**config.mk**
```make
export PLATFORM = sky130hd
export DESIGN_NAME = json_string_unescape_utf8_flat
export DESIGN_NICKNAME = d
export VERILOG_FILES = /design/src/rtl/jsu_pkg.sv /design/src/rtl/jsu_in_if.sv /design/src/rtl/jsu_out_if.sv /design/src/rtl/jsu_front.sv /design/src/rtl/jsu_queue.sv /design/src/rtl/jsu_back.sv /design/src/rtl/json_string_unescape_utf8.sv /design/src/flat_wrapper.sv
export SDC_FILE = /design/constraint.sdc
export NUM_CORES = 1
export LEC_CHECK = 0
export ABC_AREA = 1
export BUFFER_PORTS_ARGS = -buffer_cell sky130_fd_sc_hd__buf_2
export CAP_MARGIN = 15
export CORE_MARGIN = 10
export CORE_UTILIZATION = 62
export DETAILED_ROUTE_END_ITERATION = 8
export GPL_ROUTABILITY_DRIVEN = 0
export GPL_TIMING_DRIVEN = 1
export PLACE_DENSITY = 0.9
export SYNTH_ARGS = -nofsm -noshare
export SYNTH_HDL_FRONTEND = slang
export SYNTH_HIERARCHICAL = 1
export SYNTH_SLANG_ARGS = --single-unit
```
**constraint.sdc**
```tcl
create_clock -name clk -period 3.8 [get_ports clk]
set_input_delay 0.76 -clock clk [delete_from_list [all_inputs] [get_ports clk]]
set_output_delay 0.76 -clock clk [all_outputs]
set_load 0.02 [all_outputs]
```
**src/rtl/jsu_pkg.sv**
```systemverilog
// Shared types and constants for the JSON string unescaper.
package jsu_pkg;

  // Parser phase, encoded as in the 3-bit state register.
  typedef enum logic [2:0] {
    PH_IDLE = 3'd0,
    PH_BODY = 3'd1,
    PH_ESC  = 3'd2,
    PH_HEX1 = 3'd3,
    PH_HEX2 = 3'd4,
    PH_HEX3 = 3'd5,
    PH_HEX4 = 3'd6
  } phase_t;

  // Result kinds seen on the output channel.
  typedef enum logic [2:0] {
    K_BYTE    = 3'd0,
    K_END     = 3'd1,
    K_NUL     = 3'd2,
    K_BADESC  = 3'd3,
    K_BADHEX  = 3'd4,
    K_NOQUOTE = 3'd5
  } kind_t;

  // Input characters with a meaning of their own.
  localparam logic [7:0] CH_NUL    = 8'h00;
  localparam logic [7:0] CH_QUOTE  = 8'h22;
  localparam logic [7:0] CH_SLASH  = 8'h2F;
  localparam logic [7:0] CH_BSLASH = 8'h5C;
  localparam logic [7:0] CH_B      = 8'h62;
  localparam logic [7:0] CH_F      = 8'h66;
  localparam logic [7:0] CH_N      = 8'h6E;
  localparam logic [7:0] CH_R      = 8'h72;
  localparam logic [7:0] CH_T      = 8'h74;
  localparam logic [7:0] CH_U      = 8'h75;

  // Bytes the single-letter escapes stand for.
  localparam logic [7:0] BY_BS  = 8'h08;
  localparam logic [7:0] BY_FF  = 8'h0C;
  localparam logic [7:0] BY_LF  = 8'h0A;
  localparam logic [7:0] BY_CR  = 8'h0D;
  localparam logic [7:0] BY_TAB = 8'h09;

  // UTF-8 encoding limits and prefixes.
  localparam logic [15:0] CP_ONE_LIMIT = 16'h0080;
  localparam logic [15:0] CP_TWO_LIMIT = 16'h0800;
  localparam logic [7:0]  UTF_LEAD2    = 8'hC0;
  localparam logic [7:0]  UTF_LEAD3    = 8'hE0;
  localparam logic [7:0]  UTF_CONT     = 8'h80;
  localparam logic [7:0]  UTF_CMASK    = 8'h3F;

  // Queue between front and back; depth must be a power of two.
  localparam int QDEPTH = 4;
  localparam int QAW    = $clog2(QDEPTH);

  // One queue entry: all results caused by one input item.
  typedef struct packed {
    logic [1:0] cnt;   // 1..3 results
    kind_t      kind;  // kind shared by every result of the entry
    logic [7:0] b0;
    logic [7:0] b1;
    logic [7:0] b2;
  } qent_t;

  typedef struct packed {
    logic  push;
    qent_t ent;
  } push_t;

  typedef struct packed {
    logic  valid;
    qent_t ent;
  } head_t;

endpackage

```
**src/rtl/jsu_in_if.sv**
```systemverilog
// Input channel: one raw string byte per item.
interface jsu_in_if;
  logic       valid;
  logic       ready;
  logic [7:0] char_in;

  modport source (output valid, output char_in, input ready);
  modport sink   (input valid, input char_in, output ready);
endinterface

```
**src/rtl/jsu_out_if.sv**
```systemverilog
// Output channel: one decoded result per item.
interface jsu_out_if;
  logic       valid;
  logic       ready;
  logic [7:0] out_byte;
  logic [2:0] result_kind;
  logic       last;

  modport source (output valid, output out_byte, output result_kind, output last,
                  input ready);
  modport sink   (input valid, input out_byte, input result_kind, input last,
                  output ready);
endinterface

```
**src/rtl/jsu_front.sv**
```systemverilog
// Front end: accepts input bytes, runs the parser state, builds queue entries.
module jsu_front (
  input  logic              clk,
  input  logic              rst,
  jsu_in_if.sink            chars,
  input  logic              q_full,
  output jsu_pkg::push_t    push
);

  jsu_pkg::phase_t phase, phase_next;
  logic [15:0]     code_point, code_point_next;
  jsu_pkg::qent_t  ent;
  logic            acc;
  logic [7:0]      c;
  logic [4:0]      hv;
  logic [15:0]     cp_shift;

  // {valid, nibble}
  function automatic logic [4:0] hex_val(input logic [7:0] ch);
    logic [4:0] r;
    r = '0;
    if (ch inside {[8'h30:8'h39]}) begin
      r = {1'b1, 4'(ch - 8'h30)};
    end else if (ch inside {[8'h61:8'h66]}) begin
      r = {1'b1, 4'(ch - 8'h57)};
    end else if (ch inside {[8'h41:8'h46]}) begin
      r = {1'b1, 4'(ch - 8'h37)};
    end
    return r;
  endfunction

  assign c           = chars.char_in;
  assign chars.ready = !q_full;
  assign acc         = chars.valid && !q_full;
  assign hv          = hex_val(c);
  assign cp_shift    = {code_point[11:0], hv[3:0]};

  always_ff @(posedge clk) begin
    if (rst) begin
      phase      <= jsu_pkg::PH_IDLE;
      code_point <= '0;
    end else if (acc) begin
      phase      <= phase_next;
      code_point <= code_point_next;
    end
  end

  always_comb begin
    phase_next      = phase;
    code_point_next = code_point;
    ent.cnt  = 2'd0;
    ent.kind = jsu_pkg::K_BYTE;
    ent.b0   = '0;
    ent.b1   = '0;
    ent.b2   = '0;
    case (phase)
      jsu_pkg::PH_BODY: begin
        if (c == jsu_pkg::CH_NUL) begin
          ent.cnt    = 2'd1;
          ent.kind   = jsu_pkg::K_NUL;
          phase_next = jsu_pkg::PH_IDLE;
        end else if (c == jsu_pkg::CH_QUOTE) begin
          ent.cnt    = 2'd1;
          ent.kind   = jsu_pkg::K_END;
          phase_next = jsu_pkg::PH_IDLE;
        end else if (c == jsu_pkg::CH_BSLASH) begin
          phase_next = jsu_pkg::PH_ESC;
        end else begin
          ent.cnt = 2'd1;
          ent.b0  = c;
        end
      end
      jsu_pkg::PH_ESC: begin
        phase_next = jsu_pkg::PH_BODY;
        ent.cnt    = 2'd1;
        case (c)
          jsu_pkg::CH_QUOTE, jsu_pkg::CH_BSLASH, jsu_pkg::CH_SLASH: ent.b0 = c;
          jsu_pkg::CH_B: ent.b0 = jsu_pkg::BY_BS;
          jsu_pkg::CH_F: ent.b0 = jsu_pkg::BY_FF;
          jsu_pkg::CH_N: ent.b0 = jsu_pkg::BY_LF;
          jsu_pkg::CH_R: ent.b0 = jsu_pkg::BY_CR;
          jsu_pkg::CH_T: ent.b0 = jsu_pkg::BY_TAB;
          jsu_pkg::CH_U: begin
            ent.cnt         = 2'd0;
            code_point_next = '0;
            phase_next      = jsu_pkg::PH_HEX1;
          end
          default: begin
            ent.kind   = (c == jsu_pkg::CH_NUL) ? jsu_pkg::K_NUL : jsu_pkg::K_BADESC;
            phase_next = jsu_pkg::PH_IDLE;
          end
        endcase
      end
      jsu_pkg::PH_HEX1, jsu_pkg::PH_HEX2, jsu_pkg::PH_HEX3, jsu_pkg::PH_HEX4: begin
        if (!hv[4]) begin
          ent.cnt    = 2'd1;
          ent.kind   = (c == jsu_pkg::CH_NUL) ? jsu_pkg::K_NUL : jsu_pkg::K_BADHEX;
          phase_next = jsu_pkg::PH_IDLE;
        end else begin
          code_point_next = cp_shift;
          case (phase)
            jsu_pkg::PH_HEX1: phase_next = jsu_pkg::PH_HEX2;
            jsu_pkg::PH_HEX2: phase_next = jsu_pkg::PH_HEX3;
            jsu_pkg::PH_HEX3: phase_next = jsu_pkg::PH_HEX4;
            default: begin
              phase_next = jsu_pkg::PH_BODY;
              if (cp_shift < jsu_pkg::CP_ONE_LIMIT) begin
                ent.cnt = 2'd1;
                ent.b0  = cp_shift[7:0];
              end else if (cp_shift < jsu_pkg::CP_TWO_LIMIT) begin
                ent.cnt = 2'd2;
                ent.b0  = jsu_pkg::UTF_LEAD2 | {3'b000, cp_shift[10:6]};
                ent.b1  = jsu_pkg::UTF_CONT | (cp_shift[7:0] & jsu_pkg::UTF_CMASK);
              end else begin
                ent.cnt = 2'd3;
                ent.b0  = jsu_pkg::UTF_LEAD3 | {4'b0000, cp_shift[15:12]};
                ent.b1  = jsu_pkg::UTF_CONT | {2'b00, cp_shift[11:6]};
                ent.b2  = jsu_pkg::UTF_CONT | (cp_shift[7:0] & jsu_pkg::UTF_CMASK);
              end
            end
          endcase
        end
      end
      default: begin
        // idle (and the unused code): wait for the opening quote
        if (c == jsu_pkg::CH_QUOTE) begin
          phase_next = jsu_pkg::PH_BODY;
        end else begin
          ent.cnt    = 2'd1;
          ent.kind   = jsu_pkg::K_NOQUOTE;
          phase_next = jsu_pkg::PH_IDLE;
        end
      end
    endcase
  end

  assign push.push = acc && (ent.cnt != 2'd0);
  assign push.ent  = ent;

endmodule

```
**src/rtl/jsu_queue.sv**
```systemverilog
// Short entry queue between the front and back ends.
module jsu_queue (
  input  logic           clk,
  input  logic           rst,
  input  jsu_pkg::push_t push,
  input  logic           pop,
  output logic           full,
  output jsu_pkg::head_t head
);

  jsu_pkg::qent_t             mem [jsu_pkg::QDEPTH];
  logic [jsu_pkg::QAW-1:0]    wr_ptr, rd_ptr;
  logic [jsu_pkg::QAW:0]      count;

  assign full       = (count == (jsu_pkg::QAW+1)'(jsu_pkg::QDEPTH));
  assign head.valid = (count != '0);
  assign head.ent   = mem[rd_ptr];

  always_ff @(posedge clk) begin
    if (push.push) begin
      mem[wr_ptr] <= push.ent;
    end
  end

  always_ff @(posedge clk) begin
    if (rst) begin
      wr_ptr <= '0;
      rd_ptr <= '0;
      count  <= '0;
    end else begin
      if (push.push) wr_ptr <= wr_ptr + 1'b1;
      if (pop)       rd_ptr <= rd_ptr + 1'b1;
      if (push.push && !pop)      count <= count + 1'b1;
      else if (!push.push && pop) count <= count - 1'b1;
    end
  end

endmodule

```
**src/rtl/jsu_back.sv**
```systemverilog
// Back end: splits queue entries into single results behind an output register.
module jsu_back (
  input  logic           clk,
  input  logic           rst,
  input  jsu_pkg::head_t head,
  output logic           pop,
  jsu_out_if.source      results
);

  logic            ov;
  logic [7:0]      ob;
  jsu_pkg::kind_t  okind;
  logic            olast;
  logic [1:0]      idx;
  logic            load, is_last;
  logic [7:0]      sel;

  assign load    = head.valid && (!ov || results.ready);
  assign is_last = (idx == 2'(head.ent.cnt - 2'd1));
  assign pop     = load && is_last;

  always_comb begin
    case (idx)
      2'd0:    sel = head.ent.b0;
      2'd1:    sel = head.ent.b1;
      default: sel = head.ent.b2;
    endcase
  end

  always_ff @(posedge clk) begin
    if (rst) begin
      ov  <= 1'b0;
      idx <= '0;
    end else if (load) begin
      ov  <= 1'b1;
      idx <= is_last ? 2'd0 : idx + 2'd1;
    end else if (results.ready) begin
      ov  <= 1'b0;
    end
  end

  always_ff @(posedge clk) begin
    if (load) begin
      ob    <= sel;
      okind <= head.ent.kind;
      olast <= is_last;
    end
  end

  assign results.valid       = ov;
  assign results.out_byte    = ob;
  assign results.result_kind = okind;
  assign results.last        = olast;

endmodule

```
**src/rtl/json_string_unescape_utf8.sv**
```systemverilog
// Top level of the JSON string unescaper: front end, entry queue, back end.
// Path: a byte's results are written into the entry queue, then loaded into the output register.
// Throughput: one byte in per cycle and one result out per cycle while the receiver is ready;
// a \u escape that yields two or three UTF-8 bytes sends them out one by one, and input
// stalls only when the four-entry queue is full.
// Reset (synchronous, rst high): parser idle, code point zero, queue empty, no output.
module json_string_unescape_utf8 (
  input  logic       clk,
  input  logic       rst,
  jsu_in_if.sink     chars,
  jsu_out_if.source  results
);

  // Front to queue: one entry per input byte that causes results.
  jsu_pkg::push_t push;
  // Queue to back: oldest entry, popped after its last result is loaded.
  jsu_pkg::head_t head;
  logic           q_full;
  logic           pop;

  // Front: parser phase and code point live here; it never waits on the
  // output, only on queue space.
  jsu_front u_front (
    .clk    (clk),
    .rst    (rst),
    .chars  (chars),
    .q_full (q_full),
    .push   (push)
  );

  // Queue decouples a six-byte escape from the up to three results it produces.
  jsu_queue u_queue (
    .clk  (clk),
    .rst  (rst),
    .push (push),
    .pop  (pop),
    .full (q_full),
    .head (head)
  );

  // Back: walks each entry result by result, marks last on the final one.
  jsu_back u_back (
    .clk     (clk),
    .rst     (rst),
    .head    (head),
    .pop     (pop),
    .results (results)
  );

  // No push into a full queue.
  a_no_overflow: assert property (@(posedge clk) disable iff (rst)
    push.push |-> !q_full)
    else $error("push into full queue");

  // Every queued entry carries at least one result.
  a_entry_cnt: assert property (@(posedge clk) disable iff (rst)
    head.valid |-> (head.ent.cnt != 2'd0))
    else $error("empty entry in queue");

  // Status results carry a zero byte and are the only result of their byte.
  a_status_last: assert property (@(posedge clk) disable iff (rst)
    (results.valid && (results.result_kind != jsu_pkg::K_BYTE))
      |-> (results.last && (results.out_byte == 8'h00)))
    else $error("status result not last or nonzero byte");

  // A pop happens only with a valid head.
  a_pop_valid: assert property (@(posedge clk) disable iff (rst)
    pop |-> head.valid)
    else $error("pop from empty queue");

endmodule

```
**src/flat_wrapper.sv**
```systemverilog
// flat-port wrapper written by rule: the top's interface ports become plain ports
module json_string_unescape_utf8_flat 
  (clk, rst, chars_valid, chars_char_in, chars_ready, results_valid, results_out_byte, results_result_kind, results_last, results_ready);
  jsu_in_if chars_i ();
  jsu_out_if results_i ();
  input  logic clk;
  input  logic rst;
  input wire logic [$bits(chars_i.valid)-1:0] chars_valid;
  input wire logic [$bits(chars_i.char_in)-1:0] chars_char_in;
  output wire logic [$bits(chars_i.ready)-1:0] chars_ready;
  output wire logic [$bits(results_i.valid)-1:0] results_valid;
  output wire logic [$bits(results_i.out_byte)-1:0] results_out_byte;
  output wire logic [$bits(results_i.result_kind)-1:0] results_result_kind;
  output wire logic [$bits(results_i.last)-1:0] results_last;
  input wire logic [$bits(results_i.ready)-1:0] results_ready;
  assign chars_i.valid = chars_valid;
  assign chars_i.char_in = chars_char_in;
  assign chars_ready = chars_i.ready;
  assign results_valid = results_i.valid;
  assign results_out_byte = results_i.out_byte;
  assign results_result_kind = results_i.result_kind;
  assign results_last = results_i.last;
  assign results_i.ready = results_ready;
  json_string_unescape_utf8 u_core (.clk(clk), .rst(rst), .chars(chars_i), .results(results_i));
endmodule
```
==> impl_metrics.csv <==
group,metric,value,unit
layout,utilization,69.98,%
routing,drc,0,
global_routing,track_usage,20.24,%
place,post-place-cells,860,
layout,design_area,8371,sq um
sta,tightestPinTransition,713.0,ps
layout,area_delta_synth_final,10.96,%
die,io_pins,26,
cts,clk_latency,420,ps
critical_path,path_cells,"buf_2 > inv_1 > ha_1 > inv_1 > nand2_1 > nand2_1 > nand2_1 > nand2_2 > nand2_4 > nand2_4 > nor2_8 > nand2_4 > inv_2 > nor2_1 > nor2_1 > ha_1 > inv_1 > fa_1 > inv_1 > nand2_1 > nand3_1 > nand2_1 > inv_1 > nor2_1",
critical_path,critPathLaunchType,"input pin",
yosys,syn_avg_cell_area,10.70,sq um
sta,finalCriticalPeriod,3178,ps
global_routing,antenna_found_initial,0,
place,dpl.hpwl,10890,um
die,rows,40,
critical_path,cp_max_fo,10,
worst_hold_path,hold_path_class,"reg -> reg",
critical_path,required,4120,ps
critical_path,arrival,3490,ps
yosys,ys_async_sr_fraction,0,%
routing,wl_met3,1180,um
yosys,ys.flop_type,"edfxtp_1",
cts,clkSinkCount,155,
place,io_buffers,25,
yosys,yosys.area_share.adder,2.256,%
routing,antenna_left,0,
global_routing,grt_max_degree,59,
yosys,netlist_area,7543,sq um
routing,vias_per_cell,6.093,
cts,post_cts_buffers,0,
routing,top_layer_used,"met4",
routing,dr_total_vias,5435,
yosys,synth_enable_flop_cells,128,
sta,tns,0,ps
routing,routedWlPerCell,18.64,um
critical_path,critical-path-top-delay-family,"simple AND/OR/NAND/NOR gates",
layout,drive_gt1_share,20.94,%
sta,rsz0062_at_grt,"no",
yosys,synth_top_family_by_area,"simple AND/OR/NAND/NOR gates",
global_routing,overflow,0,
critical_path,crit_path_end_kind,"flip-flop",
yosys,syn-instance-count,705,
die,die-height,130.3,um
yosys,muxShareOfSynthArea,0,%
critical_path,worstSetupPathType,"in -> reg",
global_routing,grt_pass1_wl,26340,um
sta,finalHoldWorstSlack,470.5,ps
layout,antennaDiodeCount,0,
status,outcome,"completed",
die,core_area,11960,sq um
critical_path,worst_path_max_delay_cell,"fa_1",
yosys,ys_ff_latch,155,
sta,slew_headroom,51.97,%
yosys,yosys.area_share.simple,19.26,%
yosys,synthTopCellsByCount,"edfxtp_1, nand2_1, o21ai_0, nor2_1, inv_1",
die,die_area,16980,sq um
routing,drt_pre_antenna_iters,5,
yosys,synth-seq-area-share,58.12,%
yosys,synthMostInstantiatedCell,"edfxtp_1",
cts,ctsResizeCount,0,
cts,numCtsBuffers,17,
layout,layout.nets,757,
die,die_w,130.3,um
yosys,netlist_top_cells_area,"edfxtp_1, dfxtp_1, o21ai_0",
yosys,yosysTopAreaCell,"edfxtp_1",
cts,clk_path_buf_depth,2,
sta,slew_violations,0,
sta,setup_viol,0,
cts,ctsHoldBuffers,0,
routing,wl_met2,8620,um
cts,cts.clk_slew.worst_paths,60,ps
cts,cts_tree,"built",
global_routing,grt_pass1_vias,5260,
cts,cts-root-buf,"clkbuf_16",
power_and_ir_drop,irDropWorstVdd,0.0003159,V
yosys,ys_warn_count,6,
critical_path,path_buf_inv,7,
flow_run,maxCapViolations,0,
power_and_ir_drop,power_density,734.6,nW/um^2
die,start_util,63.06,%
critical_path,critPathMaxStageDelay,380,ps
routing,drt-met1-wl,6320,um
sta,fin_skew,6.068,ps
yosys,synth_xor_area_share,0.1161,%
yosys,synth_top_area_share,50.95,%
layout,stdcell_count,892,
place,place_area,7765,sq um
yosys,synth_compound_area_share,13.75,%
yosys,synth_cell_types,37,
power_and_ir_drop,leakage,3.349,nW
routing,drt-initial-drc-count,547,
cts,htree_levels,4,
sta,hold_viol_final,0,
sta,fmax,0.3147,GHz
routing,wirelength,16620,um
sta,final.period_utilization,83.63,%
[sequential cells by signal, indices dropped and copies added, names as in the netlist, named ones only]
signal	flops
u_core/u_queue/mem	116
u_core/u_front/code_point	12
u_core/u_back/results.out_byte	8
u_core/u_back/results.result_kind	3
u_core/u_front/phase	3
u_core/u_queue/count	3
u_core/u_back/idx	2
u_core/u_queue/rd_ptr	2
u_core/u_queue/wr_ptr	2
u_core/u_back/results.last	1
u_core/u_back/results.valid	1
[per-layer routing]
layer  GRT usage [%]  vias to the layer above
met5               0                        -
met4           10.65                        0
met3           4.016                       48
met2           35.15                      309
met1           23.14                     2588
li1                -                     2490
[path summary, 6_finish.rpt]
path	from	to	slack (ps)	cells after the start
setup / recovery	chars_char_in[0]	u_core/u_queue/count[2]	620	24
hold / removal	u_core/u_queue/rd_ptr[1]	u_core/u_queue/rd_ptr[1]	470	1
setup reg to reg	flip-flop	u_core/u_queue/count[1]	800	15
hold reg to reg	u_core/u_queue/rd_ptr[1]	u_core/u_queue/rd_ptr[1]	470	1
[metrics by stage]
stage               setup WS [ps]  power, mW
floorplan                   615.5      3.930
global placement            521.4      4.299
detailed placement          251.1      4.422
CTS                         662.4      6.157
global route                414.2      6.454
finish                      622.1      6.149
[cells by family after synthesis]
kind of cell / count (synthesis)
buffers and inverters: 100
XOR/XNOR: 1
adder cells (fa/ha/maj): 13
AND/OR/NAND/NOR: 275
AO/OA/AOI/OAI: 160
flip-flops: 155
other: 1
[cell usage in the layout (no fill, tap or decap), drive strengths merged, types with 2 or more instances in the layout]
| cell | instances |
|---|---|
| o211a | 2 |
| a21oi | 11 |
| ha | 12 |
| nand4 | 7 |
| buf | 35 |
| clkbuf | 19 |
| nor3 | 4 |
| dfxtp | 27 |
| inv | 74 |
| bufinv | 4 |
| o22ai | 34 |
| clkinv | 6 |
| a22oi | 8 |
| edfxtp | 128 |
| nand3b | 2 |
| o211ai | 3 |
| nand3 | 36 |
| a2bb2oi | 4 |
| nor2 | 118 |
| nand2 | 108 |
| conb | 2 |
| o21ai | 96 |
[report_power, final]
group / internal (mW) / leakage (nW) / switching, mW / total (mW)
clock network: 1.09 / 0.296 / 0.636 / 1.73
logic: 0.662 / 1.57 / 1.44 / 2.10
registers: 2.21 / 1.48 / 0.110 / 2.32
[final cells by class]
class | count | area (sq um)
clock inverters | 13 | 172.7
flip-flops and latches | 155 | 4384
inverters | 72 | 270.3
repair buffers | 35 | 250.2
clock buffers | 19 | 432.9
fillers | 801 | 3591
well taps | 147 | 183.9
multi-input cells | 451 | 2676
(Power assumes the default switching activity.)
